==> src/lrp_pkg.sv <==
package lrp_pkg;

    localparam int FRAMES    = 8;
    localparam int PAGE_BITS = 16;
    localparam int AGE_W     = 4;
    localparam int CFG_W     = 4;
    localparam int FI_W      = 3;
    localparam int TOTAL_W   = 32;
    localparam int IDX_W     = (FRAMES > 1) ? $clog2(FRAMES) : 1;
    localparam int CNT_W     = $clog2(FRAMES + 1);
    localparam int ADDR_W    = 3;
    localparam int DATA_W    = 32;

    localparam logic [AGE_W-1:0] AGE_MAX = {AGE_W{1'b1}};
    localparam logic [CFG_W-1:0] FRAMES_IN_USE_RESET = CFG_W'(FRAMES);
    localparam logic             REG_FRAMES_IN_USE = 1'b0;

    typedef struct packed {
        logic                 valid;
        logic                 upd;
        logic [IDX_W-1:0]     pos;
        logic [PAGE_BITS-1:0] page;
        logic                 hit;
        logic [IDX_W-1:0]     hit_idx;
        logic [AGE_W-1:0]     hit_age;
        logic [AGE_W-1:0]     best_age;
        logic [IDX_W-1:0]     best_idx;
    } lrp_tok_t;

    function automatic logic [AGE_W-1:0] age_up(input logic [AGE_W-1:0] a);
        return (a == AGE_MAX) ? AGE_MAX : AGE_W'(a + 1'b1);
    endfunction

endpackage

==> src/lru_page_replacement_core.sv <==
// Each request makes two passes along the row of frame cells, one cell a cycle:
// a search pass, then an update pass, each over the frames in use (1 to 8) only.
// The result register loads once the update pass is done; a stalled result delays it.
// The next request is taken the cycle after the result register loads.
// Reset clears all valid marks, ages, totals and sets frames in use to 8.
module lru_page_replacement_core
    import lrp_pkg::*;
(
    input  logic                 clk,
    input  logic                 rst_n,
    input  logic                 psel,
    input  logic                 penable,
    input  logic                 pwrite,
    input  logic [ADDR_W-1:0]    paddr,
    input  logic [DATA_W-1:0]    pwdata,
    output logic [DATA_W-1:0]    prdata,
    output logic                 pready,
    input  logic                 in_valid,
    output logic                 in_ready,
    input  logic [PAGE_BITS-1:0] page_number,
    output logic                 out_valid,
    input  logic                 out_ready,
    output logic                 fault,
    output logic [FI_W-1:0]      frame_index,
    output logic [TOTAL_W-1:0]   request_total,
    output logic [TOTAL_W-1:0]   fault_total
);

    typedef enum logic [3:0] {
        S_IDLE = 4'b0001,
        S_SCAN = 4'b0010,
        S_UPD  = 4'b0100,
        S_DONE = 4'b1000
    } state_t;

    state_t             state_reg, state_next;
    logic [CFG_W-1:0]   fiu_reg, fiu_next;
    logic [CNT_W-1:0]   active;
    logic [IDX_W-1:0]   last;
    lrp_tok_t           head;
    lrp_tok_t           tok_q [FRAMES];
    lrp_tok_t           exit_tok;
    logic               launch_scan, scan_exit, upd_exit, out_load;

    logic [TOTAL_W-1:0] req_cnt_reg, req_cnt_next;
    logic [TOTAL_W-1:0] flt_cnt_reg, flt_cnt_next;
    logic               res_fault_reg, res_fault_next;
    logic [IDX_W-1:0]   res_idx_reg, res_idx_next;

    logic               out_valid_reg, out_valid_next;
    logic               fault_reg;
    logic [FI_W-1:0]    frame_index_reg;
    logic [TOTAL_W-1:0] request_total_reg, fault_total_reg;

    assign pready   = 1'b1;
    assign prdata   = (paddr[ADDR_W-1] == REG_FRAMES_IN_USE) ? DATA_W'(fiu_reg) : '0;
    assign fiu_next = (psel && penable && pwrite && (paddr[ADDR_W-1] == REG_FRAMES_IN_USE))
                      ? pwdata[CFG_W-1:0] : fiu_reg;

    always_comb
    begin
        if (fiu_reg == '0)
            active = CNT_W'(1);
        else if (32'(fiu_reg) > FRAMES)
            active = CNT_W'(FRAMES);
        else
            active = CNT_W'(fiu_reg);
    end
    assign last = IDX_W'(active - 1'b1);

    assign exit_tok    = tok_q[last];
    assign in_ready    = (state_reg == S_IDLE);
    assign launch_scan = in_valid && in_ready;
    assign scan_exit   = (state_reg == S_SCAN) && exit_tok.valid && !exit_tok.upd;
    assign upd_exit    = (state_reg == S_UPD) && exit_tok.valid && exit_tok.upd;
    assign out_load    = (state_reg == S_DONE) && (!out_valid_reg || out_ready);

    always_comb
    begin
        head = exit_tok;
        if (launch_scan)
        begin
            head          = '0;
            head.valid    = 1'b1;
            head.page     = page_number;
        end
        else
        begin
            head.valid = scan_exit;
            head.upd   = 1'b1;
            head.pos   = '0;
        end
    end

    lrp_cell u_cell_0 (
        .clk     (clk),
        .rst_n   (rst_n),
        .active  (active),
        .tok_in  (head),
        .tok_out (tok_q[0])
    );

    for (genvar g = 1; g < FRAMES; g++)
    begin : g_cell
        lrp_cell u_cell (
            .clk     (clk),
            .rst_n   (rst_n),
            .active  (active),
            .tok_in  (tok_q[g-1]),
            .tok_out (tok_q[g])
        );
    end

    always_comb
    begin
        state_next     = state_reg;
        req_cnt_next   = req_cnt_reg;
        flt_cnt_next   = flt_cnt_reg;
        res_fault_next = res_fault_reg;
        res_idx_next   = res_idx_reg;
        out_valid_next = out_valid_reg && !out_ready;
        unique case (state_reg)
            S_IDLE:
            begin
                if (launch_scan)
                    state_next = S_SCAN;
            end
            S_SCAN:
            begin
                if (scan_exit)
                begin
                    state_next     = S_UPD;
                    req_cnt_next   = req_cnt_reg + 1'b1;
                    flt_cnt_next   = flt_cnt_reg + TOTAL_W'(!exit_tok.hit);
                    res_fault_next = !exit_tok.hit;
                    res_idx_next   = exit_tok.hit ? exit_tok.hit_idx : exit_tok.best_idx;
                end
            end
            S_UPD:
            begin
                if (upd_exit)
                    state_next = S_DONE;
            end
            S_DONE:
            begin
                if (out_load)
                begin
                    state_next     = S_IDLE;
                    out_valid_next = 1'b1;
                end
            end
            default:
            begin
                state_next = S_IDLE;
            end
        endcase
    end

    always_ff @(posedge clk or negedge rst_n)
    begin
        if (!rst_n)
        begin
            state_reg     <= S_IDLE;
            fiu_reg       <= FRAMES_IN_USE_RESET;
            req_cnt_reg   <= '0;
            flt_cnt_reg   <= '0;
            out_valid_reg <= 1'b0;
        end
        else
        begin
            state_reg     <= state_next;
            fiu_reg       <= fiu_next;
            req_cnt_reg   <= req_cnt_next;
            flt_cnt_reg   <= flt_cnt_next;
            out_valid_reg <= out_valid_next;
        end
    end

    always_ff @(posedge clk)
    begin
        res_fault_reg <= res_fault_next;
        res_idx_reg   <= res_idx_next;
        if (out_load)
        begin
            fault_reg         <= res_fault_reg;
            frame_index_reg   <= FI_W'(res_idx_reg);
            request_total_reg <= req_cnt_reg;
            fault_total_reg   <= flt_cnt_reg;
        end
    end

    assign out_valid     = out_valid_reg;
    assign fault         = fault_reg;
    assign frame_index   = frame_index_reg;
    assign request_total = request_total_reg;
    assign fault_total   = fault_total_reg;

endmodule

==> src/lrp_cell.sv <==
module lrp_cell
    import lrp_pkg::*;
(
    input  logic             clk,
    input  logic             rst_n,
    input  logic [CNT_W-1:0] active,
    input  lrp_tok_t         tok_in,
    output lrp_tok_t         tok_out
);

    logic [PAGE_BITS-1:0] page_reg, page_next;
    logic                 valid_reg, valid_next;
    logic [AGE_W-1:0]     age_reg, age_next;
    lrp_tok_t             tok_reg, tok_next;
    logic [AGE_W-1:0]     aged;
    logic                 act;

    always_comb
    begin
        tok_next       = tok_in;
        tok_next.pos   = IDX_W'(tok_in.pos + 1'b1);
        page_next      = page_reg;
        valid_next     = valid_reg;
        age_next       = age_reg;
        aged           = age_up(age_reg);
        act            = tok_in.valid && (CNT_W'(tok_in.pos) < active);
        // drop the request once it passes the last frame in use
        tok_next.valid = act;
        if (act && !tok_in.upd)
        begin
            if (!tok_in.hit && valid_reg && (page_reg == tok_in.page))
            begin
                tok_next.hit     = 1'b1;
                tok_next.hit_idx = tok_in.pos;
                tok_next.hit_age = age_reg;
            end
            if (aged > tok_in.best_age)
            begin
                tok_next.best_age = aged;
                tok_next.best_idx = tok_in.pos;
            end
        end
        if (act && tok_in.upd)
        begin
            if (tok_in.hit)
            begin
                if (tok_in.pos == tok_in.hit_idx)
                    age_next = '0;
                else if (age_reg < tok_in.hit_age)
                    age_next = aged;
            end
            else
            begin
                if (tok_in.pos == tok_in.best_idx)
                begin
                    page_next  = tok_in.page;
                    valid_next = 1'b1;
                    age_next   = '0;
                end
                else
                    age_next = aged;
            end
        end
    end

    always_ff @(posedge clk or negedge rst_n)
    begin
        if (!rst_n)
        begin
            valid_reg <= 1'b0;
            age_reg   <= '0;
            tok_reg   <= '0;
        end
        else
        begin
            valid_reg <= valid_next;
            age_reg   <= age_next;
            tok_reg   <= tok_next;
        end
    end

    always_ff @(posedge clk)
    begin
        page_reg <= page_next;
    end

    assign tok_out = tok_reg;

endmodule

==> config.mk <==
export PLATFORM = sky130hd
export DESIGN_NAME = lru_page_replacement_core
export DESIGN_NICKNAME = d
export VERILOG_FILES = /design/src/lrp_pkg.sv /design/src/lru_page_replacement_core.sv /design/src/lrp_cell.sv
export SDC_FILE = /design/constraint.sdc
export NUM_CORES = 1
export LEC_CHECK = 0
export ABC_CLOCK_PERIOD_IN_PS = 13800
export BUFFER_PORTS_ARGS = -buffer_cell sky130_fd_sc_hd__buf_2
export CAP_MARGIN = 5
export CORE_UTILIZATION = 65
export DETAILED_ROUTE_END_ITERATION = 8
export HOLD_SLACK_MARGIN = 0.02
export PLACE_DENSITY = 0.81
export SLEW_MARGIN = 25
export SYNTH_ARGS = -nofsm -noshare
export SYNTH_HDL_FRONTEND = slang
export SYNTH_SLANG_ARGS = --single-unit
==> constraint.sdc <==
create_clock -name clk -period 13.8 [get_ports clk]
set_clock_uncertainty 0.15 [all_clocks]
set_input_delay 2.76 -clock clk [delete_from_list [all_inputs] [get_ports clk]]
set_output_delay 2.76 -clock clk [all_outputs]
set_load 0.02 [all_outputs]
==> results.toml <==
[detailed_routing]
routed_wl_mm = 61.94
vias = 16640
dr.pass1.iters = 5
wl_per_cell_um = 23.00
drtIter0Drc = 1474
drc = 0
ant_nets = 0
viasPerCell = 6.179

[finish]
finalNetCount = 2261
area_growth_syn_to_layout_pct = 10.96
final_cell_count_no_fill = 2693
largest_reg_flops = 248
drive_above_1_share_pct = 16.57

[pwr]
pwr_density_cell_nw_per_um2 = 205.8
power.leakage_nw = 12.12
seqPwrFrac_pct = 46.0
p_int_mw = 3.898
combPwrFrac_pct = 28.7
sw_frac_of_total_pct = 35.28
p_switching_mw = 2.125
ir_worst_vdd_mv = 0.1138
clkPwrFrac_pct = 25.3

[clocking]
postCtsSetupRepairBufs = 0
cts_root_buf = "clkbuf_16"
numCtsBuffers = 57
clk_path_buf_depth = 3
cts_resized = 0
clock_latency_ns = 0.63
h-tree-depth = 2
cts_tree = "built"
hold_buffers = 0
clkSlewWorstSetupHoldPaths_ns = 0.06
cts.sinks = 595

[synthesis]
synth_area_leaders = "dfrtp_1 (37%), edfxtp_1 (23%), mux4_2 (5.0%), xor2_1 (4.4%), ha_1 (4.0%)"
yosysMostFrequentCell = "dfrtp_1"
synth-seq-cells = 595
synth-edff-count = 200
yosysTopAreaCellShare_pct = 37.30
synth_top_area_cell = "dfrtp_1"
syn_area_um2 = 26370
postSynthCellCount = 1985
yosysWarnings = 0
synth_commonest_cells = "dfrtp_1 (393), edfxtp_1 (200), nand2_1 (146)"
ys.flop_type = "dfrtp_1"
synthArstFlopShare_pct = 66.39
ys_types = 72
synth.yosys.seq_area_share_pct = 60.27
syn_area_per_cell_um2 = 13.28

[floorplan]
num_rows = 73
die_height_um = 203.4
die_w_um = 203.4
io_pins = 161
dieArea_um2 = 41380
start_util_pct = 66.06
core-area_um2 = 39910

[status]
outcome = "finished, final reports clean"

[run]
cap_violations = 0

[sta]
tns_ns = 0
rsz0062_at_grt = "no"
slew_headroom_pct = 24.82
tightest_slew_ns = 1.110
period_needed_ns = 6.057
slew_viol_final = 0
max_freq_mhz = 165.1
timing_hold_violations_final = 0
setup_viol = 0
min_period_over_period_pct = 43.89

[placement]
portBuffers = 101
post-place-cells = 2585
dp_hpwl_mm = 42.16
place_congestion = 0.9143

[global_route]
antenna_found_initial = 1
grt_pass1_vias = 16900
grt_overflow_total = 0
grt_max_degree = 118
grt_pass1_wl_mm = 96.58
grt_use_total_pct = 30.98

[setup_path]
crit_path_end_kind = "output port"
required_ns = 10.89
cp.arrival_ns = 3.15
cp_slowest_cell = "buf_2"
cpPeakStageDelay_ns = 0.17
worstSetupStartpointType = "input pin"
crit_chain = "buf_2, nor2b_1, buf_2"
crit_top_cell = "buf_2"
setup.worst_path.class = "input pin to output port"
cp_max_fo = 5

[worst_hold_path]
holdCritPathClass = "register to register"
[path summary, 6_finish.rpt]
| kind | from | end | slack (ns) | depth (start not counted) |
|---|---|---|---|---|
| worst max-delay path | paddr[2] | prdata[2] | 7.74 | 3 |
| worst min-delay path | res_fault_reg | fault | 0.27 | 0 |
| worst max register to register | fiu_reg[2] | flt_cnt_reg[18] | 8.13 | 18 |
| worst min register to register | res_fault_reg | fault | 0.27 | 0 |
| max in group asynchronous | rst_n | flt_cnt_reg[25] | 9.20 | 3 |
| min in group asynchronous | rst_n | g_cell[1].u_cell.tok_out[25] | 2.03 | 1 |
[worst max-delay path: cells and delay by family]
kind / cells / cell delay (ns)
buffers and inverters: 2 / 0.29
and+or+nand+nor: 1 / 0.10
[power groups by stage]
stage	Clock [mW]	Combinational [mW]	Sequential, mW
floorplan	0	1.25	2.57
global route	1.61	1.89	2.81
detailed placement	0	1.68	2.76
global placement	0	1.62	2.73
finish	1.52	1.73	2.77
CTS	1.54	1.71	2.75
[layer usage]
layer | up-vias | share of wire (%) | track usage [%]
met4 | 0 | 3.0 | 9.774
met5 | - | 0 | 0
met3 | 127 | 6.9 | 5.625
li1 | 7368 | - | -
met1 | 8492 | 41 | 42.45
met2 | 653 | 49 | 50.84
[layout make-up]
class / instances / area, µm²
Fill cell: 2457 / 10660
Clock buffer: 85 / 1632
Inverter: 110 / 412.9
Clock inverter: 21 / 187.7
Sequential cell: 595 / 15890
Timing Repair Buffer: 124 / 695.7
Tap cell: 525 / 656.9
Antenna cell: 2 / 5.005
Multi-Input combinational cell: 1231 / 9774
[stage by stage]
stage               total power [mW]  hold WS [ns]  setup slack [ns]  util, %  instance area, µm²
CTS                            6.005        0.2714             7.741    73.27               29240
finish                         6.022        0.2743             7.743    73.30               29260
global route                   6.306        0.2866             7.715    73.29               29250
global placement               4.349        0.2550             7.742    68.69               27420
floorplan                      3.820        0.2445             7.493        -               26470
detailed placement             4.448        0.2552             7.738    68.71               27430
[cell families after synthesis]
kind of cell | after synthesis | share of synthesized area [%]
simple gates | 516 | 10.35
fa+ha+maj | 84 | 3.986
mux | 142 | 8.423
buf+inv | 187 | 3.203
flops | 595 | 60.27
compound gates | 229 | 6.036
other cells | 2 | 0.02848
xor+xnor | 230 | 7.697
[cell usage in the layout (no fill, tap or decap), drive strengths merged, types with 7 or more instances in the layout]
cell type	synthesis	layout
nor3	47	47
xor2	133	133
buf	52	124
o21ai	56	56
o311ai	7	7
clkinv	0	18
ha	84	84
nand3	36	36
nor2b	40	40
nand4	39	39
and2	17	17
nand2b	28	28
xnor2	97	97
edfxtp	200	200
inv	110	110
nand2	146	146
a32o	25	25
a21oi	25	25
nand3b	9	9
mux2	59	59
a21o	21	21
a31oi	26	26
nor2	64	64
or2	14	14
o31ai	30	30
dfrtp	393	393
and3	15	15
clkbuf	25	85
nor4	32	32
mux4	58	58
mux2i	25	25
conb	2	30
(Power assumes the default switching activity.)
